### src/rtl/core/fsc_pkg.sv
// ----------------------------------------------------------------------------
// fsc_pkg
// Shared types, constants and helper functions of the frustum sphere culler.
// ----------------------------------------------------------------------------
package fsc_pkg;

    localparam int CoordW    = 32;   // Q16.16 coordinates, offsets and distances
    localparam int NormFrac  = 30;   // normals are Q2.30
    localparam int AccW      = 66;   // exact sum of three 32x32 products
    localparam int DotW      = AccW - NormFrac;
    localparam int EdgeW     = CoordW + 1;
    localparam int CrossW    = 2 * CoordW - 1;  // cross product magnitude
    localparam int RootW     = 31;   // square root and quotient width
    localparam int RadW      = 2 * RootW;
    localparam int DvdW      = RadW - 1;
    localparam int RemW      = RootW + 3;
    localparam int NumPlanes = 6;
    localparam int NumCorner = 8;
    localparam int NumAxes   = 3;

    typedef enum logic [1:0] {
        OP_LOAD  = 2'd0,
        OP_BUILD = 2'd1,
        OP_TEST  = 2'd2,
        OP_NONE  = 2'd3
    } t_op;

    typedef enum logic [3:0] {
        S_IDLE,
        S_LOAD,
        S_EDGE,
        S_FIT,
        S_CROSS,
        S_NORM,
        S_SUMSQ,
        S_SQRT,
        S_DIV,
        S_OFFS,
        S_WRITE,
        S_TEST,
        S_RESULT
    } t_state;

    typedef struct packed {
        logic       valid;
        logic       clr;
        logic       neg;
        logic       last;
        logic [2:0] tag;
    } t_mac_req;

    typedef struct packed {
        logic       done;
        logic [2:0] tag;
    } t_mac_rsp;

    typedef struct packed {
        logic start;
        logic is_div;
    } t_rd_cmd;

    // Corner k of the triple that spans plane p.
    function automatic logic [2:0] plane_pt(input logic [2:0] p, input logic [1:0] k);
        logic [8:0] row;
        unique case (p)
            3'd0:    row = {3'd1, 3'd5, 3'd6};
            3'd1:    row = {3'd4, 3'd0, 3'd3};
            3'd2:    row = {3'd4, 3'd5, 3'd1};
            3'd3:    row = {3'd3, 3'd2, 3'd6};
            3'd4:    row = {3'd5, 3'd4, 3'd7};
            3'd5:    row = {3'd0, 3'd1, 3'd2};
            default: row = '0;
        endcase
        unique case (k)
            2'd0:    return row[8:6];
            2'd1:    return row[5:3];
            default: return row[2:0];
        endcase
    endfunction

    // Shift a Q2.30 dot product sum right by 30, rounding half up.
    function automatic logic signed [DotW-1:0] round_q30(input logic signed [AccW-1:0] v);
        logic signed [AccW-1:0] s;
        s = v + (AccW'(1) <<< (NormFrac - 1));
        return s[AccW-1:NormFrac];
    endfunction

    function automatic logic signed [CoordW-1:0] sat_coord(input logic signed [DotW:0] v);
        logic signed [DotW:0] hi;
        logic signed [DotW:0] lo;
        hi = (DotW + 1)'((64'sd1 <<< (CoordW - 1)) - 64'sd1);
        lo = -hi - (DotW + 1)'(1);
        if (v > hi) begin
            return {1'b0, {(CoordW - 1){1'b1}}};
        end else if (v < lo) begin
            return {1'b1, {(CoordW - 1){1'b0}}};
        end
        return v[CoordW-1:0];
    endfunction

endpackage

### src/rtl/core/fsc_mac.sv
// ----------------------------------------------------------------------------
// fsc_mac
// Shared signed multiplier with a registered product and an accumulator.
// ----------------------------------------------------------------------------
module fsc_mac import fsc_pkg::*; (
    input  logic                     i_clk,
    input  logic                     i_rst_n,
    input  t_mac_req                 i_req,
    input  logic signed [CoordW-1:0] i_a,
    input  logic signed [CoordW-1:0] i_b,
    output logic signed [AccW-1:0]   o_acc,
    output t_mac_rsp                 o_rsp
);

    logic signed [2*CoordW-1:0] r_prod;
    t_mac_req                   r_req;
    t_mac_rsp                   r_rsp;
    logic signed [AccW-1:0]     r_acc;
    logic signed [AccW-1:0]     n_acc;
    logic signed [AccW-1:0]     w_term;

    always_comb begin
        w_term = AccW'(r_prod);
        n_acc  = (r_req.clr ? '0 : r_acc) + (r_req.neg ? -w_term : w_term);
    end

    always_ff @(posedge i_clk) begin
        if (!i_rst_n) begin
            r_req <= '0;
            r_rsp <= '0;
        end else begin
            r_req      <= i_req;
            r_rsp.done <= r_req.valid && r_req.last;
            r_rsp.tag  <= r_req.tag;
        end
    end

    always_ff @(posedge i_clk) begin
        r_prod <= i_a * i_b;
        if (r_req.valid) begin
            r_acc <= n_acc;
        end
    end

    assign o_acc = r_acc;
    assign o_rsp = r_rsp;

endmodule

### config.mk
export PLATFORM = sky130hd
export DESIGN_NAME = fsc_mac
export DESIGN_NICKNAME = d
export VERILOG_FILES = /design/src/rtl/core/fsc_pkg.sv /design/src/rtl/core/fsc_mac.sv
export SDC_FILE = /design/constraint.sdc
export NUM_CORES = 2
export LEC_CHECK = 0
export ABC_AREA = 1
export BUFFER_PORTS_ARGS = -buffer_cell sky130_fd_sc_hd__buf_2
export CAP_MARGIN = 20
export CORE_AREA = 2 2 319 321
export CTS_CLUSTER_SIZE = 24
export DETAILED_ROUTE_END_ITERATION = 8
export DIE_AREA = 0 0 321 323
export PLACE_DENSITY = 0.7
export SLEW_MARGIN = 20
export SYNTH_ARGS = -nofsm -noshare
export SYNTH_HDL_FRONTEND = slang
export SYNTH_SLANG_ARGS = --single-unit
### constraint.sdc
create_clock -name i_clk -period 13.5 [get_ports i_clk]
set_clock_uncertainty 0.1 [all_clocks]
set_input_delay 1.35 -clock i_clk [delete_from_list [all_inputs] [get_ports i_clk]]
set_output_delay 1.35 -clock i_clk [all_outputs]
set_load 0.02 [all_outputs]
==> reports/qor.csv <==
stage;metric;value;unit
die;Initial Utilization;49.51;%
sta;setup TNS;0;ns
drt;drt initial violations;3464;
sta;fin crit period;8.967;ns
yosys;Post-Syn Nets;8131;
finish;fill cell count;9944;
sta;Slew Viols, Final;0;
drt;DR pass1 iterations;6;
cts;post-CTS setup repair buffer count;0;
drt;DR vias;41517;
yosys;mapped cell area;0.04986;mm2
critical_path;worst path required time;13.77;ns
critical_path;CP Capture Type;register;
yosys;FF+latch count, synth;141;
die;IO Pins;143;
cts;CTS max path bufs;2;
cts;H-tree Lvls;4;
grt;total global routing overflow;0;
critical_path;Setup Crit Path Kind;input port to register;
grt;GRT Total Usage;29.98;%
sta;f_max;111.5;MHz
die;die width;321;um
yosys;Avg Inst Size Synth;7.414;um2
sta;part of the cycle the worst path needs;66.42;%
critical_path;Critical Path AT;9.24;ns
critical_path;r2r startpoint;r_prod[0]$_DFF_P_;
hold_path;Hold Crit Class;register to register;
die;row cnt;117;
critical_path;crit start category;input port;
finish;Area growth syn-to-layout;4.457;%
critical_path;CP Max Fanout;32;
drt;vias per cell;5.179;
hold_path;worst hold path endpoint;o_rsp[0]$_SDFF_PN0_;
cts;clock slew at reported path FFs;0.07;ns
placed_design;port bufs;142;
cts;Root Buffer;clkbuf_16;
yosys;YS warnings;0;
die;die area;0.1037;mm2
finish;share of cells above drive strength 1;3.835;%
cts;CTS tree;done;
finish;Non-Filler Instances;8016;
drt;Final Routed Wirelength;149000;um
grt;first-pass GRT wire length;241200;um
sta;RSZ-0062 raised after global routing;no;
cts;cts hold-fix bufs;0;
critical_path;Critical R2R Capture;o_acc[58]$_DFFE_PP_;
cts;worst-skew pair later-pin latency;0.49;ns
cts;CTS sink cnt;141;
yosys;post-synthesis sequential area ratio;6.986;%
placed_design;placer congestion estimate;1.013;
critical_path;Worst R2R Path Depth;20;
die;Die Y;323;um
placed_design;Post-DP HPWL;126600;um
grt;vias in the first global route;44002;
job;max cap viols;0;
finish;fin nets;8094;
hold_path;Hold Startpoint;r_req[0]$_SDFF_PN0_;
critical_path;Reg2Reg Setup Slack;9.28;ns
placed_design;placed insts;7978;
cts;cts bufs inserted;17;
grt;initial antenna violation count;8;
sta;final setup vio count;0;
sta;Max transition margin;34.13;%
yosys;cell count after synthesis;6725;
yosys;Synth cell types;37;
grt;largest net degree at the start of global routing;78;
hold_path;Hold Path Stages;2;
die;Core ar.;0.1007;mm2
drt;routed len/inst;18.59;um
drt;DRT antenna net count;0;
sta;final hold violations;0;
cts;post-CTS sizing;0;
drt;# DRC;0;
status;status;complete, no violations;
sta;Worst-Margin Slew;0.9881;ns
-- cell type report --
cell class	count	area, um2	share of cell area, %
Sequential cell	141	3487	6.695
Antenna cell	6	15.01	0.02883
Tap cell	1309	1638	3.145
Multi-Input combinational cell	4464	38420	73.76
Inverter	1911	7173	13.77
Clock buffer	19	464.2	0.8912
Clock inverter	13	96.34	0.1850
Timing Repair Buffer	153	793.3	1.523
-- sequential cells by signal, summed over array words and instances, names as in the netlist --
name	count
o_acc	66
r_prod	64
r_req	7
o_rsp	4
-- worst max-delay path, cell delays in order --
cell	delay, ns
buf_2	0.55
nand2_1	0.19
inv_1	0.16
fa_1	0.46
fa_1	0.53
fa_1	0.82
fa_1	1.00
inv_1	0.39
fa_1	0.58
inv_1	0.05
fa_1	0.54
inv_1	0.05
fa_1	0.47
inv_1	0.05
fa_1	0.45
ha_1	0.42
nand2_1	0.13
nor2_1	0.15
inv_1	0.07
nor2_1	0.21
nand2_1	0.10
nor4_1	0.18
nand2_1	0.13
nand4_1	0.09
nand2_1	0.06
-- layer usage --
layer  up-vias  routed length [um]  GRT usage, %
li1      19053                   -             -
met1     20609               62240         39.97
met2      1579               72160         51.55
met3       268               10310         3.732
met4         8                4277         8.463
met5         -                  46             0
-- cell families (layout without fill, tap and decap cells) --
group           Yosys count  count (layout)  share of synthesized area, %
flops                   141             141                         6.986
fa+ha+maj              1333            1333                         49.76
xor+xnor                132             132                         2.319
buf+inv                2120            2096                         15.97
compound gates          356             356                         3.774
simple gates           2643            2643                         21.20
other cells               0               6                             0
-- Yosys cell counts --
cell type / n / area [um2]
or2_2: 9 / 56.30
xor2_1: 116 / 1016
buf_4: 1 / 7.510
dfxtp_1: 75 / 1501
nand3b_1: 12 / 90.09
a21oi_2: 1 / 8.760
inv_2: 3 / 11.26
o21a_1: 4 / 30.03
nor2_2: 14 / 87.58
fa_1: 1083 / 21680
nand3_1: 149 / 745.7
a21boi_0: 1 / 7.510
nand2_2: 21 / 131.4
o21ai_2: 2 / 17.52
buf_1: 2 / 7.510
clkbuf_1: 206 / 773.2
o21ai_0: 107 / 535.5
a31oi_1: 1 / 6.260
nand3_2: 5 / 50.05
a21oi_1: 205 / 1026
o21ai_1: 5 / 25.02
edfxtp_1: 66 / 1982
nor2_4: 11 / 123.9
nor2_1: 486 / 1824
nor4_1: 8 / 50.05
nand4_1: 47 / 294.0
xnor2_1: 16 / 140.1
nand2_4: 3 / 33.78
inv_1: 1907 / 7158
a21o_1: 8 / 60.06
o211ai_1: 1 / 7.510
nand2_1: 1852 / 6952
nor3_1: 25 / 125.1
ha_1: 250 / 3128
clkinv_1: 1 / 3.750
o21bai_1: 21 / 157.7
and3_1: 1 / 6.260
-- worst max path at each step --
stage          startpoint  cells past startpoint  slack, ns                 end
2_1_floorplan     i_a[31]                     25       5.36  r_prod[54]$_DFF_P_
3_5_place_dp       i_b[5]                     27       4.02  r_prod[54]$_DFF_P_
5_1_grt           i_a[31]                     23       4.01  r_prod[52]$_DFF_P_
3_3_place_gp      i_a[31]                     25       4.22  r_prod[54]$_DFF_P_
6_report          i_a[31]                     25       4.53  r_prod[54]$_DFF_P_
4_1_cts           i_a[31]                     25       4.51  r_prod[54]$_DFF_P_
-- through the flow --
stage	hold WS (ns)	instance area [um2]	worst slack, ns	util [%]
3_5_place_dp	0.2973	51510	4.020	51.14
4_1_cts	0.3066	52070	4.508	51.70
6_report	0.3069	52080	4.533	51.71
3_3_place_gp	0.2956	51510	4.218	51.14
5_1_grt	0.3345	52080	4.010	51.71
2_1_floorplan	0.2905	49860	5.364	-
-- placed cells by master (no fill, tap or decap), drive strengths merged, types with 4 or more instances in the layout --
cell type and instances:
dfxtp 75, o21a 4, clkbuf 19, or2 9, o21bai 21, buf 153
a21oi 206, clkinv 5, o21ai 114, inv 1918, xor2 116, edfxtp 66
nor4 8, xnor2 16, nand2 1876, fa 1083, a21o 8, nor2 511
ha 250, nand4 47, diode 6, nand3b 12, nand3 154, nor3 25
Power is left out: the tool's default activity adds up to more than one toggle a clock period on the data nets, which glitch-free logic cannot reach.
