--- src/rtl/core/fsc_pkg.sv ---
// ----------------------------------------------------------------------------
// fsc_pkg
// Shared types, constants and helper functions of the frustum sphere culler.
// ----------------------------------------------------------------------------
package fsc_pkg;

    localparam int CoordW    = 32;   // Q16.16 coordinates, offsets and distances
    localparam int NormFrac  = 30;   // normals are Q2.30
    localparam int AccW      = 66;   // exact sum of three 32x32 products
    localparam int DotW      = AccW - NormFrac;
    localparam int EdgeW     = CoordW + 1;
    localparam int CrossW    = 2 * CoordW - 1;  // cross product magnitude
    localparam int RootW     = 31;   // square root and quotient width
    localparam int RadW      = 2 * RootW;
    localparam int DvdW      = RadW - 1;
    localparam int RemW      = RootW + 3;
    localparam int NumPlanes = 6;
    localparam int NumCorner = 8;
    localparam int NumAxes   = 3;

    typedef enum logic [1:0] {
        OP_LOAD  = 2'd0,
        OP_BUILD = 2'd1,
        OP_TEST  = 2'd2,
        OP_NONE  = 2'd3
    } t_op;

    typedef enum logic [3:0] {
        S_IDLE,
        S_LOAD,
        S_EDGE,
        S_FIT,
        S_CROSS,
        S_NORM,
        S_SUMSQ,
        S_SQRT,
        S_DIV,
        S_OFFS,
        S_WRITE,
        S_TEST,
        S_RESULT
    } t_state;

    typedef struct packed {
        logic       valid;
        logic       clr;
        logic       neg;
        logic       last;
        logic [2:0] tag;
    } t_mac_req;

    typedef struct packed {
        logic       done;
        logic [2:0] tag;
    } t_mac_rsp;

    typedef struct packed {
        logic start;
        logic is_div;
    } t_rd_cmd;

    // Corner k of the triple that spans plane p.
    function automatic logic [2:0] plane_pt(input logic [2:0] p, input logic [1:0] k);
        logic [8:0] row;
        unique case (p)
            3'd0:    row = {3'd1, 3'd5, 3'd6};
            3'd1:    row = {3'd4, 3'd0, 3'd3};
            3'd2:    row = {3'd4, 3'd5, 3'd1};
            3'd3:    row = {3'd3, 3'd2, 3'd6};
            3'd4:    row = {3'd5, 3'd4, 3'd7};
            3'd5:    row = {3'd0, 3'd1, 3'd2};
            default: row = '0;
        endcase
        unique case (k)
            2'd0:    return row[8:6];
            2'd1:    return row[5:3];
            default: return row[2:0];
        endcase
    endfunction

    // Shift a Q2.30 dot product sum right by 30, rounding half up.
    function automatic logic signed [DotW-1:0] round_q30(input logic signed [AccW-1:0] v);
        logic signed [AccW-1:0] s;
        s = v + (AccW'(1) <<< (NormFrac - 1));
        return s[AccW-1:NormFrac];
    endfunction

    function automatic logic signed [CoordW-1:0] sat_coord(input logic signed [DotW:0] v);
        logic signed [DotW:0] hi;
        logic signed [DotW:0] lo;
        hi = (DotW + 1)'((64'sd1 <<< (CoordW - 1)) - 64'sd1);
        lo = -hi - (DotW + 1)'(1);
        if (v > hi) begin
            return {1'b0, {(CoordW - 1){1'b1}}};
        end else if (v < lo) begin
            return {1'b1, {(CoordW - 1){1'b0}}};
        end
        return v[CoordW-1:0];
    endfunction

endpackage

--- src/rtl/core/fsc_rootdiv.sv ---
// ----------------------------------------------------------------------------
// fsc_rootdiv
// Iterative unit for the integer square root and the normal division. Both
// share one compare and subtract and retire one result bit per cycle.
// ----------------------------------------------------------------------------
module fsc_rootdiv import fsc_pkg::*; (
    input  logic             i_clk,
    input  logic             i_rst_n,
    input  t_rd_cmd          i_cmd,
    input  logic [RadW-1:0]  i_radicand,
    input  logic [DvdW-1:0]  i_dividend,
    input  logic [RootW-1:0] i_divisor,
    output logic             o_done,
    output logic [RootW-1:0] o_res
);

    logic             r_busy;
    logic             r_done;
    logic             r_mode;
    logic [4:0]       r_cnt;
    logic [RemW-1:0]  r_rem;
    logic [RootW-1:0] r_res;
    logic [RootW-1:0] r_div;
    logic [RadW-1:0]  r_src;
    logic [RemW-1:0]  w_rem;
    logic [RemW-1:0]  w_trial;
    logic [RemW-1:0]  w_diff;
    logic             w_ge;

    always_comb begin
        if (r_mode) begin
            w_rem   = {r_rem[RemW-2:0], r_src[RadW-1]};
            w_trial = {3'b000, r_div};
        end else begin
            // Square root: bring down two bits, trial is 4*root + 1.
            w_rem   = {r_rem[RemW-3:0], r_src[RadW-1 -: 2]};
            w_trial = {1'b0, r_res, 2'b01};
        end
        w_ge   = (w_rem >= w_trial);
        w_diff = w_rem - w_trial;
    end

    always_ff @(posedge i_clk) begin
        if (!i_rst_n) begin
            r_busy <= 1'b0;
            r_done <= 1'b0;
            r_mode <= 1'b0;
            r_cnt  <= '0;
        end else begin
            r_done <= 1'b0;
            if (i_cmd.start) begin
                r_busy <= 1'b1;
                r_mode <= i_cmd.is_div;
                r_cnt  <= '0;
            end else if (r_busy) begin
                r_cnt <= r_cnt + 5'd1;
                if (r_cnt == 5'(RootW - 1)) begin
                    r_busy <= 1'b0;
                    r_done <= 1'b1;
                end
            end
        end
    end

    always_ff @(posedge i_clk) begin
        if (i_cmd.start) begin
            r_res <= '0;
            r_div <= i_divisor;
            if (i_cmd.is_div) begin
                // The quotient fits in RootW bits, so the top part is below the divisor.
                r_rem <= RemW'(i_dividend[DvdW-1:RootW]);
                r_src <= {i_dividend[RootW-1:0], {(RadW - RootW){1'b0}}};
            end else begin
                r_rem <= '0;
                r_src <= i_radicand;
            end
        end else if (r_busy) begin
            r_rem <= w_ge ? w_diff : w_rem;
            r_res <= {r_res[RootW-2:0], w_ge};
            r_src <= r_mode ? (r_src << 1) : (r_src << 2);
        end
    end

    assign o_done = r_done;
    assign o_res  = r_res;

endmodule

--- config.mk ---
export PLATFORM = sky130hd
export DESIGN_NAME = fsc_rootdiv
export DESIGN_NICKNAME = d
export VERILOG_FILES = /design/src/rtl/core/fsc_pkg.sv /design/src/rtl/core/fsc_rootdiv.sv
export SDC_FILE = /design/constraint.sdc
export NUM_CORES = 1
export LEC_CHECK = 0
export BUFFER_PORTS_ARGS = -buffer_cell sky130_fd_sc_hd__buf_2
export CAP_MARGIN = 20
export CELL_PAD_IN_SITES_DETAIL_PLACEMENT = 0
export CELL_PAD_IN_SITES_GLOBAL_PLACEMENT = 1
export CORE_AREA = 2 2 173 141
export DETAILED_ROUTE_END_ITERATION = 10
export DIE_AREA = 0 0 175 143
export PLACE_DENSITY = 0.87
export REMOVE_ABC_BUFFERS = 1
export SLEW_MARGIN = 40
export SYNTH_ARGS = -nofsm -noshare
export SYNTH_HDL_FRONTEND = slang
export SYNTH_SLANG_ARGS = --single-unit
--- constraint.sdc ---
create_clock -name i_clk -period 4.5 [get_ports i_clk]
set_input_delay 0.675 -clock i_clk [delete_from_list [all_inputs] [get_ports i_clk]]
set_output_delay 0.675 -clock i_clk [all_outputs]
set_load 0.01 [all_outputs]
==> results.cfg, run 1 <==
[timing]
timing.final.ws_setup_ps = 649
tightest_slew_ps = 830
slew_headroom_pct = 44.6
max_freq_mhz = 260
period_share_pct = 85.6
finalSetupTns_ps = 0
drv_slew = 0
final.min_clock_period_ps = 3850
finalSetupViolCount = 0
hold_viol = 0
fin_worst_skew_ps = 18.6
rsz0062_at_grt = false

[critical_path]
critical_path.top_delay_family = compound AO/OA/AOI/OAI gates
crit_arrival_ps = 4020
crit_buf_inv = 2
cp-start-kind = register
cpMostUsedCell = buf_4
worst-setup-path-type = register to register
path_max_fanout = 31
r2r_end = r_rem[3]
timing.rr.start = r_mode
path_cells = buf_4 > mux2_2 > ha_1 > a21oi_1 > o221ai_1 > a31oi_1 > o311a_1 > o21ai_2 > a31oi_4 > buf_4 > nor3_1 > a311o_1
crit_path_end_kind = register
cp.required_ps = 4670
slowest_stage = dfxtp_4
cp_num_cells = 12
reg2reg_depth = 12
cpPeakStageDelay_ps = 530
r2r_slack_ps = 650

[clock_network]
numCtsBuffers = 17
cts_buffer_depth = 2
cts_sinks = 165
clk_latency_ps = 430
htreeDepth = 4
cts_resized = 0
post-cts-setup-buffer-count = 0
holdBufCountCts = 0
cts_tree = done
clkTransAtPathRegs_ps = 80
cts_root_buffer = clkbuf_16

[finish]
final.fill_count = 2099
utilization_pct = 51.7
multi_input_area_um2 = 5270
seqCellArea_um2 = 4570
nNetsFinal = 1307
area_growth_pct = 18.2
final_layout_size_suffix_gt1_share_pct = 25.5

[placed_design]
hpwlAfterDp_um = 17700
port_buffers = 189
pre_cts_ws_ps = 686
place.gp.congestion = 0.848

[global_routing]
first_global_vias = 7582
grt_antenna_before_repair = 7
grt_usage_pct = 20.1
grt_max_degree = 89
gr-total-overflow = 0
grt_pass1_wl_um = 39700

[routing]
drt_pass1_iterations = 6
drc = 0
vias = 7937
ant_nets = 0
wl_per_cell_um = 17.3
vias_per_cell = 5.50
first_iter_violations = 671
finalWirelength_um = 25000

[die]
rows = 50
coreArea_um2 = 23200
dieArea_um2 = 25000
dieWidth_um = 175
start_util_pct = 43.8
ios = 190
fp.dieH_um = 143

[synth]
netlist_instances = 962
synth_mux_area_share_pct = 16.9
syn_avg_cell_area_um2 = 10.6
synth_compound_area_share_pct = 15.5
synth_cell_types = 71
async_flop_share_pct = 0
synth-warning-count = 0
synth_top_family_by_area = multiplexers
syn_area_um2 = 10200
synth_seq_cells = 165
ys.flop_type = edfxtp_1
synth-xor-area-share_pct = 2.24
synth_edf_count = 126
yosys.area.top_type = edfxtp_1
synth.area.top_cells = edfxtp_1 (37%), mux2i_1 (13%), dfxtp_1 (7.7%)
ys_seq_area_share_pct = 44.9
synth_top_area_share_pct = 37.3
synthAdderAreaFrac_pct = 4.51
yosys.area_share.simple_pct = 12.4

[outcome]
outcome = complete, no violations

[hold_path]
hold_path_depth = 1
hold_path_class = input pin to register
hp-start = i_divisor[2]
hold_path_end = r_div[2]

[power_and_ir_drop]
p_per_area_nw_per_um2 = 550
ir_worst_vdd_mv = 0.312
leakage_nw = 4.80
totalPowerFinal_w = 0.00661

[job]
maxCapViolCount = 0
-- flip-flops by register name (all words and copies together), names as in the netlist --
signal and cells:
r_src 62, r_rem 33, o_res 31, r_div 31
r_cnt 5, o_done 1, r_busy 1, r_mode 1
-- metrics by stage --
stage          area (um^2)  hold slack, ps  cells
6_report             12000             412   1443
5_1_grt              12000             386   1439
4_1_cts              12000             393   1438
3_3_place_gp         11300             495   1406
3_5_place_dp         11300             516   1406
2_1_floorplan         9850             479    891
-- synth_stat cells (15+ instances only) --
master and instances:
edfxtp_1 126, mux2i_1 136, clkbuf_1 44, a21oi_1 64
xor2_1 17, and3_1 18, o21ai_0 40, nand2_1 67
a211oi_1 37, dfxtp_1 39, a21o_1 15, nor2_1 52
mux2_2 32, nor3_1 23, nor2b_1 37, ha_1 35
-- placed cells by master, fill, tap and decap left out, types with 12 or more instances in the layout --
cell type  count
a211oi_1      37
a21o_1        15
a21oi_1       64
a311o_1       13
and3_1        18
buf_2        188
buf_4         12
clkbuf_16     17
dfxtp_1       37
edfxtp_1     126
ha_1          35
mux2_2        32
mux2i_1      136
nand2_1       66
nand3_1       12
nor2_1        51
nor2b_1       37
nor3_1        23
o21ai_0       40
xor2_1        17
-- worst max path at each step --
| stage | from | to | slack [ps] |
|---|---|---|---|
| floorplan | r_mode | r_rem[9] | -2930 |
| global placement | r_mode | r_rem[3] | 850 |
| detailed placement | r_mode | r_rem[5] | 690 |
| CTS | r_mode | r_rem[3] | 650 |
| global route | r_mode | r_rem[3] | 440 |
| finish | r_mode | r_rem[3] | 650 |
-- report_power, final --
part | switching [W] | total (W) | internal [W]
Combinational | 0.00165 | 0.00297 | 0.00132
Clock | 0.000732 | 0.00155 | 0.000819
Sequential | 0.000122 | 0.00209 | 0.00197
-- cell families (layout without fill, tap and decap cells) --
kind of cell	Yosys count	after routing
xor gates and xnor gates	26	26
and+or+nand+nor	253	253
buffers and inverters	82	246
AOI/OAI and AO/OA	232	232
adders and majority gates	36	36
muxes	168	168
other	0	5
DFF	165	165
-- final cells by class --
cell class                      instances  share of cell area [%]
Sequential cell                       165                    38.1
Multi-Input combinational cell        715                    43.9
Tap cell                              312                    3.25
Inverter                               11                   0.344
Clock inverter                         15                    1.88
Clock buffer                           17                    3.54
Timing Repair Buffer                  203                    8.94
Antenna cell                            5                   0.104
-- routing by layer --
layer  up-vias  track usage (%)  share of wire [%]
li1       3949                -                  -
met1      3714             28.7                 48
met2       251             31.0                 44
met3        19             5.09                6.7
met4         4             4.25                1.0
met5         -                0              0.076
(Power assumes the default switching activity.)
==> run 2, diff against run 1 <==
==> constraint.sdc (replaced) <==
create_clock -name i_clk -period 4.5 [get_ports i_clk]
set_input_delay 1.35 -clock i_clk [delete_from_list [all_inputs] [get_ports i_clk]]
set_output_delay 1.35 -clock i_clk [all_outputs]
set_load 0.01 [all_outputs]
==> run 2 against run 1 <==
  * Cell area shrank 0.36%
  * Wire length shrank 1.1%
  * Fmax shrank 0.77%
  * Sequential cell count is the same
  * Combinational power is essentially flat
  * Non-clock buffer count grew 1
  * Clock power shrank 7%
  * Die area is the same
  * First-iteration DRC count shrank 20%
  * Via count shrank 0.13%
  * Largest power group unchanged
==> results.cfg, run 2 (synthesized netlist as in run 1, its figures left out) <==
[die]
dieWidth_um = 175
rows = 50
fp.dieH_um = 143
start_util_pct = 43.8
dieArea_um2 = 25000
coreArea_um2 = 23200
ios = 190

[finish]
largest_reg_flops = 62
fin_area_um2 = 12000
final.fill_count = 2085
layout_common_cells = buf_2 (188), mux2i_1 (136), edfxtp_1 (126)
layoutNonFillerInstCount = 1443
seqCellArea_um2 = 4570
nNetsFinal = 1308
top_register = r_src
top_regs = r_src (62), r_rem (33)
final_common_cell = buf_2
multi_input_area_um2 = 5260
final_layout_size_suffix_gt1_share_pct = 25.6
area_growth_pct = 17.8
utilization_pct = 51.5

[critical_path]
crit_path_end_kind = register
cp-start-kind = register
reg2reg_depth = 12
crit_arrival_ps = 4060
cpMostUsedCell = a21o_1
r2r_end = r_rem[9]
slowest_stage = dfxtp_4
critical_path.top_delay_family = compound AO/OA/AOI/OAI gates
cp.required_ps = 4680
timing.rr.start = r_mode
cpPeakStageDelay_ps = 690
path_cells = buf_12 > mux2_2 > ha_1 > a21o_1 > a21o_1 > a21o_1 > nor2_1 > a21oi_1 > a31oi_4 > buf_12 > nor4b_1 > a311o_1
path_max_fanout = 44
crit_buf_inv = 2
r2r_slack_ps = 620
worst-setup-path-type = register to register

[power_and_ir_drop]
leakage_nw = 4.80
ir_worst_vdd_mv = 0.293
p_per_area_nw_per_um2 = 545

[hold_path]
hp-start = r_busy
hold_path_class = register to register
hold_path_depth = 2
hold_path_end = o_done

[routing]
finalWirelength_um = 24800
dr_wl_met2_um = 10900
wl_per_cell_um = 17.2
drc = 0
m1WireLength_um = 11900
drt_pass1_iterations = 5
wl_met3_um = 1700
first_iter_violations = 538
vias_per_cell = 5.49
routed.top_layer = met5
ant_nets = 0
vias = 7927

[job]
maxCapViolCount = 0

[clock_network]
cts_resized = 0
htreeDepth = 4
post-cts-setup-buffer-count = 0
cts_root_buffer = clkbuf_16
clk_latency_ps = 440
cts_sinks = 165
holdBufCountCts = 0
numCtsBuffers = 17
clkTransAtPathRegs_ps = 80
cts_buffer_depth = 2
cts_tree = done

[global_routing]
grt_antenna_before_repair = 7
grt_max_degree = 150
grt_usage_pct = 20.1
gr-total-overflow = 0
first_global_vias = 7615
grt_pass1_wl_um = 39600

[timing]
timing.final.ws_setup_ps = 619
fin_worst_skew_ps = 13.8
tightest_slew_ps = 757
slew_headroom_pct = 49.5
hold_viol = 0
drv_slew = 0
finalSetupViolCount = 0
rsz0062_at_grt = false
final.min_clock_period_ps = 3880
max_freq_mhz = 258
period_share_pct = 86.2

[placed_design]
placed_area_um2 = 11400
port_buffers = 189
hpwlAfterDp_um = 17500
dp_cells = 1407
place.gp.congestion = 0.832
pre_cts_ws_ps = 678

[outcome]
outcome = complete, no violations
run 2: changes by cell type in the layout (fill, tap and decap cells not counted), sizes merged:
cell	change
buf	+1
bufinv	-1
clkinv	-4
diode	-1
inv	+5
run 2: where the power goes:
part	switching, W	leakage [nW]	internal, W	total (W)
Clock	0.000697	0.288	0.000742	0.00144
Combinational	0.00165	2.91	0.00134	0.00298
Sequential	0.000126	1.60	0.00197	0.00209
Total	0.00247	4.80	0.00405	0.00652
run 2: worst max path at each step:
stage | from | end | slack (ps) | depth (start not counted)
after floorplan | r_mode | r_rem[9] | -2930 | 10
after global placement | r_mode | r_rem[9] | 690 | 12
after detailed placement | r_mode | r_rem[3] | 680 | 12
after CTS | r_mode | r_rem[9] | 640 | 12
after global routing | r_mode | r_rem[10] | 420 | 12
final | r_mode | r_rem[9] | 620 | 12
run 2: layout make-up:
type                    count  area share [%]
repair buffers            204            9.35
clock inverters            15            1.28
well taps                 312            3.26
flip-flops and latches    165            38.2
inverters                  11           0.345
diodes                      4          0.0837
clock buffers              17            3.56
multi-input cells         715            43.9
run 2: per-layer routing:
layer | GRT usage [%] | vias up
met5 | 0 | -
met4 | 4.78 | 6
met2 | 31.1 | 232
li1 | - | 3947
met1 | 28.0 | 3715
met3 | 5.43 | 27
run 2: stage by stage:
stage	TNS (ps)	hold slack [ps]	total power [W]
2_1_floorplan	-104680	479	0.00436
4_1_cts	0	522	0.00653
6_report	0	521	0.00652
5_1_grt	0	556	0.00697
3_3_place_gp	0	496	0.00502
3_5_place_dp	0	507	0.00507
run 2: tightest hold or removal path, stage by stage, from the launching register on:
cell and delay [ps]:
dfxtp_2 320, inv_1 100, nor3_1 70
